`config.mk`:
```
export PLATFORM = sky130hd
export DESIGN_NAME = lcd_char_4bit_sequencer
export DESIGN_NICKNAME = d
export VERILOG_FILES = /design/src/rtl/lcs_pkg.sv /design/src/rtl/lcs_rom.sv /design/src/rtl/lcs_datapath.sv /design/src/rtl/lcd_char_4bit_sequencer.sv
export SDC_FILE = /design/constraint.sdc
export NUM_CORES = 1
export LEC_CHECK = 0
export ABC_AREA = 1
export BUFFER_PORTS_ARGS = -buffer_cell sky130_fd_sc_hd__buf_2
export CAP_MARGIN = 5
export CORE_UTILIZATION = 45
export DETAILED_ROUTE_END_ITERATION = 8
export PLACE_DENSITY = 0.69
export SYNTH_ARGS = -nofsm -noshare
export SYNTH_HDL_FRONTEND = slang
export SYNTH_SLANG_ARGS = --single-unit
export TNS_END_PERCENT = 100
```
`constraint.sdc`:
```
create_clock -name clk -period 2.78 [get_ports clk]
set_input_delay 0.278 -clock clk [delete_from_list [all_inputs] [get_ports clk]]
set_output_delay 0.278 -clock clk [all_outputs]
set_load 0.02 [all_outputs]
```
`src/rtl/lcs_pkg.sv`:
```
`default_nettype none

package lcs_pkg;

  // pin positions of the data/command and enable lines
  localparam int unsigned RS_BIT = 4;
  localparam int unsigned EN_BIT = 5;

  localparam int unsigned PIN_W  = 7;
  localparam int unsigned HOLD_W = 17;
  localparam int unsigned STEP_W = 6;

  // request kinds
  localparam logic [1:0] OP_INIT  = 2'd0;
  localparam logic [1:0] OP_CLEAR = 2'd1;
  localparam logic [1:0] OP_MOVE  = 2'd2;
  localparam logic [1:0] OP_WRITE = 2'd3;

  // microprogram entry points
  localparam logic [STEP_W-1:0] ENTRY_INIT  = 6'd0;
  localparam logic [STEP_W-1:0] ENTRY_CLEAR = 6'd43;
  localparam logic [STEP_W-1:0] ENTRY_DATA  = 6'd49;

  typedef enum logic {
    ST_IDLE,
    ST_RUN
  } state_t;

  // where the nibble of a pattern comes from
  typedef enum logic [1:0] {
    NS_CONST,
    NS_HI,
    NS_LO
  } nib_src_t;

  // hold time codes
  typedef enum logic [2:0] {
    H0,
    H10,
    H90,
    H170,
    H210,
    H4090,
    H10010,
    H100000
  } hold_t;

  typedef struct packed {
    nib_src_t   src;
    logic [3:0] nib;
    logic       en;
    hold_t      hold;
    logic       last;
  } ctrl_word_t;

endpackage

`default_nettype wire

```
`src/rtl/lcs_rom.sv`:
```
`default_nettype none

module lcs_rom
  import lcs_pkg::*;
(
  input  wire logic [STEP_W-1:0] step,
  output ctrl_word_t             word
);

  function automatic ctrl_word_t cw(nib_src_t src, logic [3:0] nib, logic en,
                                    hold_t hold, logic last);
    ctrl_word_t w;
    w.src  = src;
    w.nib  = nib;
    w.en   = en;
    w.hold = hold;
    w.last = last;
    return w;
  endfunction

  always_comb begin
    case (step)
      // power-on wait
      6'd0:  word = cw(NS_CONST, 4'h0, 1'b0, H100000, 1'b0);
      // reset nibbles
      6'd1:  word = cw(NS_CONST, 4'h3, 1'b0, H0,      1'b0);
      6'd2:  word = cw(NS_CONST, 4'h3, 1'b1, H10,     1'b0);
      6'd3:  word = cw(NS_CONST, 4'h3, 1'b0, H10010,  1'b0);
      6'd4:  word = cw(NS_CONST, 4'h3, 1'b0, H0,      1'b0);
      6'd5:  word = cw(NS_CONST, 4'h3, 1'b1, H10,     1'b0);
      6'd6:  word = cw(NS_CONST, 4'h3, 1'b0, H210,    1'b0);
      6'd7:  word = cw(NS_CONST, 4'h3, 1'b0, H0,      1'b0);
      6'd8:  word = cw(NS_CONST, 4'h3, 1'b1, H10,     1'b0);
      6'd9:  word = cw(NS_CONST, 4'h3, 1'b0, H210,    1'b0);
      6'd10: word = cw(NS_CONST, 4'h2, 1'b0, H0,      1'b0);
      6'd11: word = cw(NS_CONST, 4'h2, 1'b1, H10,     1'b0);
      6'd12: word = cw(NS_CONST, 4'h2, 1'b0, H90,     1'b0);
      // function set 0x28
      6'd13: word = cw(NS_CONST, 4'h2, 1'b0, H0,      1'b0);
      6'd14: word = cw(NS_CONST, 4'h2, 1'b1, H10,     1'b0);
      6'd15: word = cw(NS_CONST, 4'h2, 1'b0, H10,     1'b0);
      6'd16: word = cw(NS_CONST, 4'h8, 1'b0, H0,      1'b0);
      6'd17: word = cw(NS_CONST, 4'h8, 1'b1, H10,     1'b0);
      6'd18: word = cw(NS_CONST, 4'h8, 1'b0, H170,    1'b0);
      // display off 0x08
      6'd19: word = cw(NS_CONST, 4'h0, 1'b0, H0,      1'b0);
      6'd20: word = cw(NS_CONST, 4'h0, 1'b1, H10,     1'b0);
      6'd21: word = cw(NS_CONST, 4'h0, 1'b0, H10,     1'b0);
      6'd22: word = cw(NS_CONST, 4'h8, 1'b0, H0,      1'b0);
      6'd23: word = cw(NS_CONST, 4'h8, 1'b1, H10,     1'b0);
      6'd24: word = cw(NS_CONST, 4'h8, 1'b0, H170,    1'b0);
      // clear 0x01
      6'd25: word = cw(NS_CONST, 4'h0, 1'b0, H0,      1'b0);
      6'd26: word = cw(NS_CONST, 4'h0, 1'b1, H10,     1'b0);
      6'd27: word = cw(NS_CONST, 4'h0, 1'b0, H10,     1'b0);
      6'd28: word = cw(NS_CONST, 4'h1, 1'b0, H0,      1'b0);
      6'd29: word = cw(NS_CONST, 4'h1, 1'b1, H10,     1'b0);
      6'd30: word = cw(NS_CONST, 4'h1, 1'b0, H4090,   1'b0);
      // entry mode 0x06
      6'd31: word = cw(NS_CONST, 4'h0, 1'b0, H0,      1'b0);
      6'd32: word = cw(NS_CONST, 4'h0, 1'b1, H10,     1'b0);
      6'd33: word = cw(NS_CONST, 4'h0, 1'b0, H10,     1'b0);
      6'd34: word = cw(NS_CONST, 4'h6, 1'b0, H0,      1'b0);
      6'd35: word = cw(NS_CONST, 4'h6, 1'b1, H10,     1'b0);
      6'd36: word = cw(NS_CONST, 4'h6, 1'b0, H170,    1'b0);
      // display on 0x0c
      6'd37: word = cw(NS_CONST, 4'h0, 1'b0, H0,      1'b0);
      6'd38: word = cw(NS_CONST, 4'h0, 1'b1, H10,     1'b0);
      6'd39: word = cw(NS_CONST, 4'h0, 1'b0, H10,     1'b0);
      6'd40: word = cw(NS_CONST, 4'hc, 1'b0, H0,      1'b0);
      6'd41: word = cw(NS_CONST, 4'hc, 1'b1, H10,     1'b0);
      6'd42: word = cw(NS_CONST, 4'hc, 1'b0, H170,    1'b1);
      // clear request
      6'd43: word = cw(NS_CONST, 4'h0, 1'b0, H0,      1'b0);
      6'd44: word = cw(NS_CONST, 4'h0, 1'b1, H10,     1'b0);
      6'd45: word = cw(NS_CONST, 4'h0, 1'b0, H10,     1'b0);
      6'd46: word = cw(NS_CONST, 4'h1, 1'b0, H0,      1'b0);
      6'd47: word = cw(NS_CONST, 4'h1, 1'b1, H10,     1'b0);
      6'd48: word = cw(NS_CONST, 4'h1, 1'b0, H4090,   1'b1);
      // latched byte: move or write
      6'd49: word = cw(NS_HI,    4'h0, 1'b0, H0,      1'b0);
      6'd50: word = cw(NS_HI,    4'h0, 1'b1, H10,     1'b0);
      6'd51: word = cw(NS_HI,    4'h0, 1'b0, H10,     1'b0);
      6'd52: word = cw(NS_LO,    4'h0, 1'b0, H0,      1'b0);
      6'd53: word = cw(NS_LO,    4'h0, 1'b1, H10,     1'b0);
      6'd54: word = cw(NS_LO,    4'h0, 1'b0, H90,     1'b1);
      default: word = cw(NS_CONST, 4'h0, 1'b0, H0,    1'b1);
    endcase
  end

endmodule

`default_nettype wire

```
`src/rtl/lcs_datapath.sv`:
```
`default_nettype none

module lcs_datapath
  import lcs_pkg::*;
(
  input  wire logic              clk,
  input  wire logic              capture,
  input  wire logic [1:0]        op,
  input  wire logic [7:0]        char_code,
  input  wire logic [1:0]        row,
  input  wire logic [5:0]        column,
  input  wire logic              load,
  input  wire ctrl_word_t        word,
  output logic [PIN_W-1:0]       port_pins,
  output logic [HOLD_W-1:0]      hold_us,
  output logic                   last
);

  localparam logic [PIN_W-1:0] RS_MASK = 7'd1 << RS_BIT;
  localparam logic [PIN_W-1:0] EN_MASK = 7'd1 << EN_BIT;

  logic [7:0]        data_byte;
  logic              rs_flag;
  logic [7:0]        addr;
  logic [3:0]        nib;
  logic [PIN_W-1:0]  pins;
  logic [HOLD_W-1:0] hold_val;

  // cursor address: 0x80 plus row offset plus column, wrapping modulo 256
  always_comb begin
    addr = 8'h80 | (row[0] ? 8'h40 : 8'h00) | (row[1] ? 8'h14 : 8'h00);
    addr = addr + {2'b00, column};
  end

  always_ff @(posedge clk) begin
    if (capture) begin
      data_byte <= (op == OP_MOVE) ? addr : char_code;
      rs_flag   <= (op == OP_WRITE);
    end
  end

  always_comb begin
    case (word.src)
      NS_HI:   nib = data_byte[7:4];
      NS_LO:   nib = data_byte[3:0];
      default: nib = word.nib;
    endcase
    pins = {3'b000, nib};
    if ((word.src != NS_CONST) && rs_flag) pins = pins | RS_MASK;
    if (word.en) pins = pins | EN_MASK;
  end

  always_comb begin
    case (word.hold)
      H10:     hold_val = 17'd10;
      H90:     hold_val = 17'd90;
      H170:    hold_val = 17'd170;
      H210:    hold_val = 17'd210;
      H4090:   hold_val = 17'd4090;
      H10010:  hold_val = 17'd10010;
      H100000: hold_val = 17'd100000;
      default: hold_val = 17'd0;
    endcase
  end

  // output register
  always_ff @(posedge clk) begin
    if (load) begin
      port_pins <= pins;
      hold_us   <= hold_val;
      last      <= word.last;
    end
  end

endmodule

`default_nettype wire

```
`src/rtl/lcd_char_4bit_sequencer.sv`:
```
`default_nettype none

// character lcd sequencer, 4-bit bus
// input channel (in_valid/in_ready): one request with op, char_code, row,
// column. op selects init, clear, move cursor or write character.
// output channel (out_valid/out_ready): one pin pattern per transfer with
// port_pins, hold_us and last; last marks the final pattern of a request.
// a request runs as a microprogram held in a constant table: a step counter
// walks the table, each control word gives nibble source, enable pin, hold
// code and an end mark. the op picks the entry point.
// a taken request is latched and the sequencer enters run; the first pattern
// then enters the output register. throughput: one pattern per cycle while
// the receiver takes them; init has 43 patterns, clear, move and write have
// 6 patterns each.
// in_ready is high whenever no request is running, including while the last
// pattern of the previous run still sits in the output register.
// a stall on out_ready freezes the step counter and the output register;
// nothing is dropped.
// reset empties the output register and returns the sequencer to idle.

module lcd_char_4bit_sequencer
  import lcs_pkg::*;
(
  input  wire logic              clk,
  input  wire logic              rst,
  input  wire logic              in_valid,
  output logic                   in_ready,
  input  wire logic [1:0]        op,
  input  wire logic [7:0]        char_code,
  input  wire logic [1:0]        row,
  input  wire logic [5:0]        column,
  output logic                   out_valid,
  input  wire logic              out_ready,
  output logic [PIN_W-1:0]       port_pins,
  output logic [HOLD_W-1:0]      hold_us,
  output logic                   last
);

  state_t            state, state_next;
  logic [STEP_W-1:0] step, step_next;
  logic              out_valid_next;
  logic              capture;
  logic              load;
  ctrl_word_t        word;

  // microcode table
  lcs_rom u_rom (
    .step (step),
    .word (word)
  );

  // request latch, pin assembly and output register
  lcs_datapath u_dp (
    .clk       (clk),
    .capture   (capture),
    .op        (op),
    .char_code (char_code),
    .row       (row),
    .column    (column),
    .load      (load),
    .word      (word),
    .port_pins (port_pins),
    .hold_us   (hold_us),
    .last      (last)
  );

  always_ff @(posedge clk) begin
    if (rst) begin
      state     <= ST_IDLE;
      step      <= ENTRY_INIT;
      out_valid <= 1'b0;
    end else begin
      state     <= state_next;
      step      <= step_next;
      out_valid <= out_valid_next;
    end
  end

  always_comb begin
    state_next     = state;
    step_next      = step;
    in_ready       = 1'b0;
    capture        = 1'b0;
    load           = 1'b0;
    out_valid_next = out_valid && !out_ready;
    case (state)
      ST_IDLE: begin
        in_ready = 1'b1;
        if (in_valid) begin
          // dispatch on request kind
          capture    = 1'b1;
          state_next = ST_RUN;
          case (op)
            OP_INIT:  step_next = ENTRY_INIT;
            OP_CLEAR: step_next = ENTRY_CLEAR;
            default:  step_next = ENTRY_DATA;
          endcase
        end
      end
      ST_RUN: begin
        // advance when the output register is free or being emptied
        if (!out_valid || out_ready) begin
          load           = 1'b1;
          out_valid_next = 1'b1;
          step_next      = step + 6'd1;
          if (word.last) state_next = ST_IDLE;
        end
      end
      default: state_next = ST_IDLE;
    endcase
  end

endmodule

`default_nettype wire
```
# ---- After elaboration in Yosys (flattened, before gate mapping)
# Memories as Yosys holds them, arrays and structs flattened. A register that Yosys moved wholly into a read port is not among the register bits.
# Index checks and enable logic that the tools add are counted.
dict set report totals {
  regBits 42
  mem_bits_rw 0
  memories 1
  latch_bits 0
  mem_bits_ro 704
}
# memory depth word_bits read_ports rd_ports_with_merged_regs wr line_no
set memory_table {}
lappend memory_table {{(name not given)} 64 11 1 1 0 lcs_rom.sv:22} ;# case (step)
dict set report op_classes {
  bitwise_logic 2
  shift 0
  n_eq_ne 14
  n_div 0
  n_reduce_logical 8
  order_cmp 0
  n_mux 22
  n_mul 0
  addsub 2
}
# operator n
set ops {}
lappend ops {{$pmux W17 S7} 1}
lappend ops {{$mux W6} 4}
lappend ops {{$pmux W6 S2} 2}
lappend ops {{$eq A3 B3 Y1 const B} 4}
lappend ops {{$mux W5} 2}
lappend ops {{$mux W1} 9}
lappend ops {{$add A8 B6 Y8} 1}
lappend ops {{$mux W8} 1}
lappend ops {{$or A8 B8 Y8} 1}
lappend ops {{$pmux W4 S2} 1}
lappend ops {{$mux W7} 1}
lappend ops {{$add A6 B1 Y6 const B} 1}
lappend ops {{$eq A2 B2 Y1 const B} 3}
lappend ops {{$eq A3 B2 Y1 const B} 2}
lappend ops {{$eq A2 B1 Y1 const B} 2}
lappend ops {{$eq A3 B1 Y1 const B} 1}
lappend ops {{$logic_and A1 B1 Y1} 2}
lappend ops {{$logic_not A1 Y1} 2}
lappend ops {{$logic_not A2 Y1} 1}
lappend ops {{$ne A2 B1 Y1 const B} 1}
lappend ops {{$ne A2 B2 Y1 const B} 1}
lappend ops {{$pmux W1 S2} 1}
lappend ops {{$reduce_and A2 Y1} 1}
lappend ops {{$reduce_bool A2 Y1} 1}
lappend ops {{2 further kinds} 2}

# ---- Longest topological paths before layout
# Gate-level depths: netlist (run 1).
dict set report depth {
  ltp_word 6
  mapped_depth 18
  depth_no_buf 17
}

# ---- Modules after synthesis
# From an unflattened synthesis (run 1), not the netlist that was laid out.
dict set report hier_totals {
  cells_unflattened 297
  area_unflattened_um2 2297.2
}
# module instances seq_area_each_um2 cells_per_inst area_each_um2
set by_module_without_submodules {}
lappend by_module_without_submodules {lcs_datapath 1 810.8 126 1296.2}
lappend by_module_without_submodules {lcs_rom 1 0.0 110 575.6}
lappend by_module_without_submodules {lcd_char_4bit_sequencer 1 160.2 61 425.4}

# ---- Worst setup path after synthesis (run 1)
# No wires, ideal clock.
dict set report synth_timing {
  path_kind {register to register}
  from {register step[0]}
  to {register, netlist name u_rom.word[1]}
  synth_period_minus_slack_ps 2065
  arrival_time_ps 1952
  path_stages_with_launch 15
  slack_ps 715
  path_cell_list {dfxtp_1 ha_1 or2_0 a21oi_1 nor2_2 inv_1 ha_1 inv_1 nand2_1 nand2_1 nand2_1 nand2_1 nor2_1 nor2_1 nand2_1}
}
dict set report synth_between {
  elab_chain_len 5
}
# item line_no
set synth_lines {}
lappend synth_lines {{from (decl)} lcd_char_4bit_sequencer.sv:40} ;# logic [STEP_W-1:0] step, step_next;
lappend synth_lines {{from (signal assigned)} lcd_char_4bit_sequencer.sv:74} ;# step <= step_next;
lappend synth_lines {{$add A6 B1 Y6} lcd_char_4bit_sequencer.sv:105} ;# step_next = step + 6'd1;
lappend synth_lines {{$mux W6} lcd_char_4bit_sequencer.sv:102} ;# if (!out_valid || out_ready) begin
lappend synth_lines {{$pmux W6 S2} lcd_char_4bit_sequencer.sv:86} ;# case (state)
lappend synth_lines {{$mux W6 (no source line) * (2 in series)} --}
# Every way passes the cells marked *; elsewhere a longest branch is shown, timed or not. The select of a mux whose other input is x is not followed.
# A chain may end at the register's enable or synchronous reset.

# ---- Worst setup path in the final report (run 1)
dict set report layout_timing {
  from {register state}
  to {register, netlist name u_rom.word[4]}
}
dict set report layout_between {
  elab_chain_len 5
  word_cells_on_any_way 7
}
# item line_no
set layout_lines {}
lappend layout_lines {{from (decl)} lcd_char_4bit_sequencer.sv:39} ;# state_t state, state_next;
lappend layout_lines {{from (signal assigned)} lcd_char_4bit_sequencer.sv:73} ;# state <= state_next;
lappend layout_lines {{$not A1 Y1} --}
lappend layout_lines {{$ne A2 B2 Y1 (no source line)} --}
lappend layout_lines {{$reduce_and A2 Y1 (no source line)} --}
lappend layout_lines {{$mux W6 (no source line) * (2 in series)} --}
# Every way passes the cells marked *; elsewhere a longest branch is shown, timed or not.

==> results.json, run 1 <==
{
  "status": "completed",
  "clk_latency_ps": 290,
  "multi_input_area_mm2": 0.00132,
  "area_delta_synth_final_pct": 11.4,
  "clockRootBuffer": "clkbuf_8",
  "die_h_um": 80.6,
  "numCtsBuffers": 5,
  "yosys-top-cells-area": "edfxtp_1 29%, nand2_1 15%, dfxtp_1 14%, ha_1 6.8%, inv_1 5.7%",
  "syn_inst": 353,
  "grt_pass1_vias": 2071,
  "ir_worst_vdd_mv": 0.281,
  "routed-via-count": 2320,
  "synth_ff_type": "edfxtp_1",
  "hold_path.class": "in -> reg",
  "antenna_found_initial": 0,
  "tns_ps": 0,
  "power_frac_seq_pct": 50.9,
  "register_area_mm2": 0.00119,
  "ys_seq_area_share_pct": 42.9,
  "drt-vias-per-instance": 4.93,
  "grt_pass1_wl_mm": 9.33,
  "ys_ff_latch": 46,
  "grt_busiest_layer": "met2",
  "ant_nets": 0,
  "whs_ps": 248,
  "ys_async_sr_fraction_pct": 0,
  "swShare_pct": 32.6,
  "crit_path_end_kind": "flip-flop",
  "cap_violations": 0,
  "cts.clk_slew.worst_paths_ps": 80,
  "worst_pin_slew_ps": 647,
  "p_switching_w": 0.000552,
  "cellLeakagePower_nw": 1.51,
  "cts_tree": "built",
  "htreeDepth": 2,
  "cts_resized": 0,
  "synth_top_area_share_pct": 29.2,
  "power.internal_w": 0.00114,
  "synth-edff-count": 27,
  "clock_sinks": 46,
  "clock_path_buffers": 2,
  "dieArea_mm2": 0.00649,
  "nets": 432,
  "drt_iter0_drc": 92,
  "crit_required_ps": 2950,
  "core-area_mm2": 0.00592,
  "drc": 0,
  "antenna_cells": 0,
  "slew-limit-headroom_pct": 56.8,
  "drt-pass1-iter-count": 4,
  "overflow": 0,
  "finClkSkew_ps": 5.29,
  "fin_crit_sh_pct": 89.6,
  "crit_path_start_kind": "flip-flop",
  "gp_congestion": 0.937,
  "start_util_pct": 46.9,
  "cp.arrival_ps": 2670,
  "syn_area_per_cell_um2": 7.87,
  "die_w_um": 80.6,
  "finalPower_w": 0.00169,
  "synthesis.area_mm2": 0.00278,
  "wl_per_cell_um": 11.7,
  "fillers": 567,
  "grt_util_met1_pct": 25.0,
  "synthTopCellsByCount": "113 x nand2_1, 42 x inv_1, 34 x nor2_1",
  "cp_max_fo": 9,
  "clkPwrFrac_pct": 23.0,
  "min_period_ps": 2490,
  "comb_power_share_pct": 26.1,
  "hpwl_mm": 4.30,
  "grt_use_total_pct": 18.6,
  "grt_max_degree": 20,
  "setup.worst_path.class": "reg -> reg",
  "fmax_mhz": 401,
  "rsz0062_at_grt": "false",
  "setup_viol": 0,
  "cts_setup_buffers": 0,
  "yosys_warnings": 0,
  "yosys.area.top_type": "edfxtp_1",
  "drive_gt1_share_pct": 19.7,
  "hold_buffers": 0,
  "final-hold-violation-count": 0,
  "p_per_area_mw_per_mm2": 547,
  "wl_mm": 5.52,
  "port_buffers": 43,
  "io_pins": 49,
  "synth_most_common_cell": "nand2_1",
  "grt_use_met3_pct": 2.95,
  "grtUsageMet2_pct": 30.0,
  "rows": 28,
  "synth.distinct_cells": 33,
  "slew_violations": 0
}
power groups by stage:
stage / Combinational (W) / Sequential, W / Clock (W)
floorplan: 0.000302 / 0.000905 / 0
global placement: 0.000435 / 0.000876 / 0
detailed placement: 0.000439 / 0.000877 / 0
CTS: 0.000441 / 0.000861 / 0.000400
global route: 0.000504 / 0.000872 / 0.000427
finish: 0.000441 / 0.000861 / 0.000389
state kept, by name (all words and copies together), names as in the netlist:
register	cells
out_valid	1
state	1
step	6
u_dp.data_byte	8
u_dp.hold_us	11
u_dp.last	1
u_dp.port_pins	6
u_dp.rs_flag	1
u_rom.word	11
metal layers:
metal,part of all wire (%),up-vias
li1,-,1197
met1,45,1028
met2,48,84
met3,6.1,11
met4,1.2,0
met5,0,-
final cells by class:
cell class | count | share of cell area (%)
Clock buffer | 6 | 2.35
Sequential cell | 46 | 38.5
Clock inverter | 2 | 0.445
Inverter | 45 | 5.79
Timing Repair Buffer | 44 | 7.20
Tap cell | 75 | 3.04
Multi-Input combinational cell | 253 | 42.7
cells in the final DEF (no fill, tap or decap), drive strengths merged:
cell type and n:
edfxtp 27, nor2 37, nand3 30, a31oi 5, clkbuf 6, dfxtp 19
clkinv 2, xnor2 1, inv 45, ha 15, o211ai 1, nand2 127
nor3 2, or2 2, a21oi 11, nand4 4, buf 44, conb 5
o21ai 13
path summary, 6_finish.rpt:
check	from	endpoint	slack, ps	depth (start not counted)
hold / removal	rst	out_valid	250	2
setup / recovery	state	u_rom.word[4]	290	15
hold reg to reg	u_rom.word[0]	u_dp.last	450	0
setup reg to reg	state	u_rom.word[4]	290	15
worst max-delay path, cell delays in order (launching register included):
cell and delay [ps]:
dfxtp_1 620, inv_6 110, nand2_8 110, nand2_8 70
nand2_1 60, nand2_1 70, nor2_2 250, inv_1 150
ha_1 320, inv_1 40, nand2_1 110, nand2_1 100
nand2_2 70, o21ai_1 60, a21oi_1 130, nand2_1 90
kinds of logic (layout without fill, tap and decap cells):
family                   Yosys count  in the layout  share of synthesized area [%]
adder cells (fa/ha/maj)           15             15                           6.76
other                              1              5                          0.135
XOR/XNOR                           1              1                          0.316
buffers and inverters             58             97                           10.1
flip-flops                        46             46                           42.9
AND/OR/NAND/NOR                  202            202                           33.3
AO/OA/AOI/OAI                     30             30                           6.40
per-stage QoR:
| stage | utilization, % | setup WS, ps | instances | cell area [um2] |
|---|---|---|---|---|
| 2_1_floorplan | - | 715 | 357 | 2790 |
| 3_3_place_gp | 50.8 | 378 | 463 | 3010 |
| 3_5_place_dp | 50.8 | 346 | 463 | 3010 |
| 4_1_cts | 52.2 | 316 | 471 | 3090 |
| 5_1_grt | 52.2 | 90.5 | 471 | 3090 |
| 6_report | 52.2 | 289 | 471 | 3090 |
No activity file was read; power rests on OpenSTA's default activity.
==> inputs of run 2 (changes only) <==
Settings changed: ABC_AREA 1 to unset, PLACE_DENSITY 0.69 to 0.7.
==> results.json, run 2 <==
{
  "status": "completed",
  "p_per_area_mw_per_mm2": 589,
  "syn_area_per_cell_um2": 9.61,
  "antenna_cells": 0,
  "clockRootBuffer": "clkbuf_8",
  "drt-pass1-iter-count": 7,
  "whs_ps": 254,
  "min_period_ps": 2550,
  "grt_use_total_pct": 18.9,
  "yosys.area.top_type": "edfxtp_1",
  "tns_ps": 0,
  "start_util_pct": 47.4,
  "clk_latency_ps": 310,
  "syn_inst": 275,
  "clock_sinks": 46,
  "final_common_cell": "buf_2",
  "core-area_mm2": 0.00557,
  "dp.cells": 381,
  "clock_path_buffers": 2,
  "synth_top_area_share_pct": 30.7,
  "dieArea_mm2": 0.00619,
  "drc": 0,
  "setup_viol": 0,
  "fmax_mhz": 392,
  "nets": 353,
  "grt_max_degree": 20,
  "cts.clk_slew.worst_paths_ps": 90,
  "ant_nets": 0,
  "yosys-top-cells-area": "edfxtp_1 31%, dfxtp_1 14%, ha_1 7.1%, nand2_1 3.5%, a21oi_1 3.0%",
  "ys_ff_latch": 46,
  "place_ws_ps": 218,
  "final-hold-violation-count": 0,
  "ys_seq_area_share_pct": 45.1,
  "dpl_cell_area_mm2": 0.00289,
  "wl_per_cell_um": 13.6,
  "hold_path.class": "in -> reg",
  "cp_max_fo": 9,
  "drt-vias-per-instance": 5.53,
  "mostFrequentLayoutCells": "43 x buf_2, 27 x edfxtp_1, 25 x nand2_1",
  "routed-via-count": 2150,
  "numCtsBuffers": 5,
  "crit_path_end_kind": "flip-flop",
  "synthesis.area_mm2": 0.00264,
  "crit_required_ps": 3010,
  "setup.worst_path.class": "reg -> reg",
  "drive_gt1_share_pct": 22.7,
  "cp.arrival_ps": 2790,
  "grt_pass1_wl_mm": 9.04,
  "io_pins": 49,
  "cap_violations": 0,
  "ir_worst_vdd_mv": 0.244,
  "synth_ff_type": "edfxtp_1",
  "synthTopCellsByCount": "27 x edfxtp_1, 25 x nand2_1, 21 x nor2_1",
  "antenna_found_initial": 0,
  "overflow": 0,
  "die_w_um": 78.7,
  "fin_crit_sh_pct": 91.8,
  "ys_async_sr_fraction_pct": 0,
  "htreeDepth": 2,
  "synth.distinct_cells": 55,
  "wl_mm": 5.31,
  "synth-edff-count": 27,
  "finClkSkew_ps": 10.2,
  "yosys_warnings": 0,
  "rsz0062_at_grt": "false",
  "fin_area_mm2": 0.00301,
  "hold_buffers": 0,
  "die_h_um": 78.7,
  "area_delta_synth_final_pct": 13.7,
  "rows": 27,
  "cts_tree": "built",
  "cellLeakagePower_nw": 1.24,
  "port_buffers": 43,
  "synth_most_common_cell": "edfxtp_1",
  "gp_congestion": 0.933,
  "slew_violations": 0,
  "grt_pass1_vias": 1911,
  "layout_setup_ws_ps": 227,
  "final_cell_count_no_fill": 389,
  "drt_iter0_drc": 132,
  "hpwl_mm": 4.01,
  "crit_path_start_kind": "flip-flop"
}
## run 2: worst max-delay path, cell delays in order (launching register included)
cell and delay [ps]:
dfxtp_1 360, ha_1 300, a211oi_1 60, or3_1 510, inv_1 250, ha_1 280
nor3_1 90, a2111oi_0 400, o21ai_0 150, o2111ai_1 90
## run 2: area by class of cell
cell class,instances,area [um2]
multi-input cells,197,1280
clock inverters,3,45.0
inverters,15,56.3
repair buffers,51,275
fillers,505,2570
well taps,72,90.1
flip-flops and latches,46,1190
clock buffers,5,68.8
## run 2: metal layers
| metal | share of wire (%) | up-vias | global-route usage, % |
|---|---|---|---|
| met3 | 6.8 | 12 | 3.84 |
| met4 | 1.6 | 0 | 8.15 |
| met1 | 44 | 972 | 24.2 |
| met2 | 48 | 100 | 30.6 |
| li1 | - | 1066 | - |
| met5 | 0 | - | 0 |
## run 2: logic make-up after synthesis
logic type      count (synthesis)  share of synthesized area (%)
mux                             4                           1.70
compound gates                 71                           18.5
flops                          46                           45.1
xor+xnor                        4                           1.33
other cells                     1                          0.142
buf+inv                        36                           7.48
fa+ha+maj                      15                           7.10
simple gates                   98                           18.7
## run 2: power by group
part	internal [W]	leakage, nW	switching [W]
registers	0.000815	0.415	0.0000407
clock network	0.000267	0.0504	0.000238
logic	0.000158	0.776	0.000250
total	0.00124	1.24	0.000529
## run 2: metrics by stage
step                power [W]  utilization [%]
floorplan             0.00117                -
global placement      0.00128             51.9
detailed placement    0.00128             51.9
CTS                   0.00177             53.9
global route          0.00186             53.9
finish                0.00177             53.9
## run 2: final timing paths
check	slack, ps	end	cells after the start	start
hold reg to reg	420	u_dp.port_pins[5]	0	u_rom.word[4]
hold / removal	250	u_dp.data_byte[4]	3	char_code[4]
setup / recovery	230	u_rom.word[2]	9	step[0]
setup reg to reg	230	u_rom.word[2]	9	step[0]
## run 2: timing repair
item                                    4_1_cts  5_1_grt
endpoints found under the setup margin        0        3
setup buffers                                 0        0
gates resized for setup                       0        1
